===== config.mk =====
export PLATFORM = sky130hd
export DESIGN_NAME = zvui_queue
export DESIGN_NICKNAME = d
export VERILOG_FILES = /design/src/rtl/core/zero_velocity_update_integrator_macros.svh /design/src/rtl/core/zvui_pkg.sv /design/src/rtl/core/zvui_queue.sv
export SDC_FILE = /design/constraint.sdc
export NUM_CORES = 1
export LEC_CHECK = 0
export BUFFER_PORTS_ARGS = -buffer_cell sky130_fd_sc_hd__buf_2
export CAP_MARGIN = 0
export CORE_MARGIN = 2
export CORE_UTILIZATION = 32
export DETAILED_ROUTE_END_ITERATION = 10
export GPL_TIMING_DRIVEN = 0
export SKIP_CTS_REPAIR_TIMING = 1
export SLEW_MARGIN = 0
export SYNTH_ARGS = -nofsm -noshare
export SYNTH_HDL_FRONTEND = slang
export SYNTH_SLANG_ARGS = --single-unit

===== constraint.sdc =====
create_clock -name clk -period 8.4 [get_ports clk]
set_clock_uncertainty 0.15 [all_clocks]
set_input_delay 2.1 -clock clk [delete_from_list [all_inputs] [get_ports clk]]
set_output_delay 2.1 -clock clk [all_outputs]
set_load 0.02 [all_outputs]

===== src/rtl/core/zero_velocity_update_integrator_macros.svh =====
// Assertion macros for the zero-velocity-update integrator RTL.
// Depends on nothing; files that check their own logic include it.
`ifndef ZERO_VELOCITY_UPDATE_INTEGRATOR_MACROS_SVH
`define ZERO_VELOCITY_UPDATE_INTEGRATOR_MACROS_SVH

// The consequent holds in the same cycle as the antecedent.
`define ZVUI_ASSERT_SAME(label, clk, rst_n, ante, cons, msg) \
  label: assert property (@(posedge clk) disable iff (!rst_n) (ante) |-> (cons)) \
    else $error(msg);

// The consequent holds in the cycle after the antecedent.
`define ZVUI_ASSERT_NEXT(label, clk, rst_n, ante, cons, msg) \
  label: assert property (@(posedge clk) disable iff (!rst_n) (ante) |=> (cons)) \
    else $error(msg);

`endif


===== src/rtl/core/zvui_pkg.sv =====
// Package for the zero-velocity-update integrator: register codes, reset values,
// fixed widths and the queue status type. Depends on nothing.
`default_nettype none

package zvui_pkg;

  // Configuration port.
  localparam int CFG_IDX_W  = 2;
  localparam int CFG_DATA_W = 16;

  typedef enum logic [CFG_IDX_W-1:0] {
    REG_ACCEL_LIMIT = 2'd0,
    REG_GYRO_LIMIT  = 2'd1,
    REG_VEL_GAIN    = 2'd2
  } reg_idx_t;

  // Fixed field widths.
  localparam int LIMIT_W   = 15;
  localparam int GAIN_W    = 16;
  localparam int ELAPSED_W = 16;
  localparam int SCALE_W   = ELAPSED_W + GAIN_W;
  localparam int SPEED_W   = 32;

  // Register reset values.
  localparam logic [LIMIT_W-1:0] ACCEL_LIMIT_RST = 15'd21;
  localparam logic [LIMIT_W-1:0] GYRO_LIMIT_RST  = 15'd16;
  localparam logic [GAIN_W-1:0]  VEL_GAIN_RST    = 16'd10283;

  // Square root unit: one result bit per cycle over a 64-bit radicand.
  localparam int ROOT_W     = 2 * SPEED_W;
  localparam int ROOT_STEPS = SPEED_W;
  localparam int ROOT_CNT_W = $clog2(ROOT_STEPS);

  // Request queue between front and back.
  localparam int Q_DEPTH = 2;
  localparam int Q_PTR_W = $clog2(Q_DEPTH);
  localparam int Q_CNT_W = $clog2(Q_DEPTH + 1);

  typedef struct packed {
    logic full;
    logic empty;
  } q_stat_t;

endpackage

`default_nettype wire


===== src/rtl/core/zvui_queue.sv =====
// Two-entry request queue between the front and back of the integrator.
// Depends on zvui_pkg for depth and the status type.
`default_nettype none

module zvui_queue
  import zvui_pkg::*;
#(
  parameter int DATA_W = 65
) (
  input  wire  logic              clk,
  input  wire  logic              rst_n,
  input  wire  logic              push,
  input  wire  logic [DATA_W-1:0] push_data,
  input  wire  logic              pop,
  output logic       [DATA_W-1:0] pop_data,
  output q_stat_t                 stat
);

  logic [DATA_W-1:0]  entry_r [Q_DEPTH];
  logic [Q_PTR_W-1:0] wr_ptr_r;
  logic [Q_PTR_W-1:0] rd_ptr_r;
  logic [Q_CNT_W-1:0] count_r;

  // Status and head of the queue.
  assign stat.full  = (count_r == Q_CNT_W'(Q_DEPTH));
  assign stat.empty = (count_r == '0);
  assign pop_data   = entry_r[rd_ptr_r];

  // Entry storage.
  always_ff @(posedge clk) begin
    if (push) begin
      entry_r[wr_ptr_r] <= push_data;
    end
  end

  // Pointers and fill count.
  always_ff @(posedge clk) begin
    if (!rst_n) begin
      wr_ptr_r <= '0;
      rd_ptr_r <= '0;
      count_r  <= '0;
    end else begin
      if (push) begin
        wr_ptr_r <= wr_ptr_r + 1'b1;
      end
      if (pop) begin
        rd_ptr_r <= rd_ptr_r + 1'b1;
      end
      if (push && !pop) begin
        count_r <= count_r + 1'b1;
      end else if (pop && !push) begin
        count_r <= count_r - 1'b1;
      end
    end
  end

endmodule

`default_nettype wire


==> flow_metrics.tcl <==
set metrics [dict create \
    dpl.hpwl_um 6090 \
    boundaryPins 136 \
    die-width_um 128 \
    cts_tree "done" \
    yosys_register_bits 135 \
    hold_class "reg2reg" \
    setup.worst_path.end_class "output port" \
    cp-start-kind "flip-flop" \
    timing_worst_setup_path_type "reg2out" \
    num_rows 45 \
    outcome "finished, final reports clean" \
    layout.cells.most_common "buf_2" \
    irDropWorstVdd_uv 138 \
    cts_inserted_buffers 17 \
    vias 2575 \
    fmax_mhz 257 \
    drt_pass1_iterations 4 \
    grt.met2_usage_pct 18.9 \
    finalCritPeriodShare_pct 46.3 \
    grt_util_met1_pct 12.9 \
    design.core.area_mm2 0.0151 \
    post_drt_antenna_nets 0 \
    layout.cells.most_common_list "136 x buf_2, 130 x edfxtp_1, 65 x mux2_2" \
    io_buffers 135 \
    routed_wl_um 9080 \
    sequential_element_share_of_the_synthesized_area_pct 81.3 \
    max_cap_viol_count 0 \
    grt_setup_unrepaired "false" \
    routabilityCongestion 0.672 \
    placedCellCount 550 \
    floorplan.initialDensity_pct 32.5 \
    global_route.usage.total_pct 11.5 \
    max_slew_margin_pct 65.1 \
    cts.clk_slew.worst_paths_ns 0.06 \
    wire_per_inst_um 15.6 \
    die_area_mm2 0.0164 \
    cts_root_buffer "clkbuf_16" \
    cts_sinks 135 \
    yosysWarnings 0 \
    gr-total-overflow 0 \
    worst-endpoint-arrival_ns 1.64 \
    instances_no_fill 581 \
    placed_area_mm2 0.00590 \
    final_nets 451 \
    final_layout_size_suffix_gt1_share_pct 60.3 \
    layout.cell_area.non_filler_mm2 0.00645 \
    clkLatencyLatePin_ns 0.41 \
    h_tree_levels 4 \
    syn_nets 294 \
    powerDensity_mw_per_mm2 257 \
    drt_first_iter_violations 109 \
    report.final.setup_viol 0 \
    worst-endpoint-required_ns 6.15 \
    synth_area_per_cell_um2 22.0 \
    clock_path_buffers 2 \
    number_of_antenna_violations_at_the_first_check_in_global_routing 0 \
    route.detailed.vias_per_inst 4.43 \
    syn_area_mm2 0.00492 \
    antenna_cells_inserted 0 \
    timing_max_transition_violations_final 0 \
    top_usage_layer "met2" \
    number_of_global_route_vias_before_repair 2708 \
    maximum_number_of_pins_on_one_net_before_global_route_repair 39 \
    drc 0 \
    grt_first_pass_wirelength_um 13800 \
    yosys.cell_types.count 18 \
    use_met3_pct 4.59 \
    worst_pin_slew_ns 0.523 \
    setup_tns_ns 0 \
    flow.area_growth_from_synthesis_pct 31.0 \
    static_leak_nw 2.43 \
    critical_path_peak_fanout 10 \
    syn-instance-count 224 \
    finalHoldViolations 0 \
    floorplan_die_height_um 128 \
    layout_min_cycle_time_ns 3.89 \
]
## worst paths after layout
kind | from | endpoint | slack [ns] | depth (start not counted)
hold / removal | count_r[1] | count_r[1] | 0.40 | 2
hold reg to reg | count_r[1] | count_r[1] | 0.40 | 2
setup / recovery | flip-flop | pop_data[0] | 4.51 | 4
setup reg to reg | wr_ptr_r | entry_r[1][54] | 6.79 | 2
## cell families after synthesis
| family | synth area share [%] |
|---|---|
| buffers and inverters | 1.47 |
| xor gates and xnor gates | 0.534 |
| adders and majority gates | 0.254 |
| muxes | 14.9 |
| and+or+nand+nor | 1.14 |
| DFF | 81.3 |
| AOI/OAI and AO/OA | 0.407 |
## power by group
group | total (mW) | internal [mW] | switching, mW
Sequential | 0.786 | 0.778 | 0.00846
Combinational | 0.186 | 0.0796 | 0.106
Clock | 0.683 | 0.429 | 0.253
Total | 1.66 | 1.29 | 0.368
## cell type report
| class | instances | area, um2 |
|---|---|---|
| Sequential cell | 135 | 4000 |
| Timing Repair Buffer | 138 | 736 |
| Clock buffer | 20 | 437 |
| Buffer | 7 | 68.8 |
| Multi-Input combinational cell | 81 | 857 |
| Tap cell | 188 | 235 |
| Clock inverter | 11 | 109 |
| Fill cell | 1387 | 8700 |
| Inverter | 1 | 3.75 |
## registers in the layout (all words and copies together) (netlist names), named ones only
name,count
entry_r,130
count_r,2
rd_ptr_r,1
wr_ptr_r,1
## stage by stage
stage                     utilization, %  setup slack [ns]  hold WS, ns  total power [mW]
after floorplan                        -              2.76        0.316             0.917
after global placement              38.5             0.747        0.327             0.984
after detailed placement            39.0              4.90        0.385             0.990
after CTS                           42.6              4.46        0.395              1.68
after global routing                42.6              4.41        0.441              1.73
final                               42.6              4.51        0.399              1.66
## critical path, stage by stage, from the launching register on
cell and delay, ns:
dfxtp_1 0.32, buf_4 0.22, buf_6 0.18, mux2_2 0.35
buf_2 0.16
## cell usage after synthesis
master	instances	area share (%)
and2_1	4	0.51
and2b_2	1	0.18
buf_6	5	1.1
mux2_2	65	15
inv_1	1	0.076
nor2_1	1	0.076
buf_4	1	0.15
xor2_1	2	0.36
o21a_1	1	0.15
ha_1	1	0.25
o21ai_0	1	0.10
dfxtp_1	5	2.0
nor2b_1	2	0.25
a21boi_1	1	0.15
xnor2_1	1	0.18
or3_1	1	0.13
edfxtp_1	130	79
buf_2	1	0.10
## metal layers
| metal | up-vias | wire (um) |
|---|---|---|
| met5 | - | 0 |
| li1 | 1195 | - |
| met2 | 91 | 4560 |
| met4 | 0 | 194 |
| met3 | 15 | 571 |
| met1 | 1274 | 3750 |
Note: power is estimated with default switching activity, not from simulation.
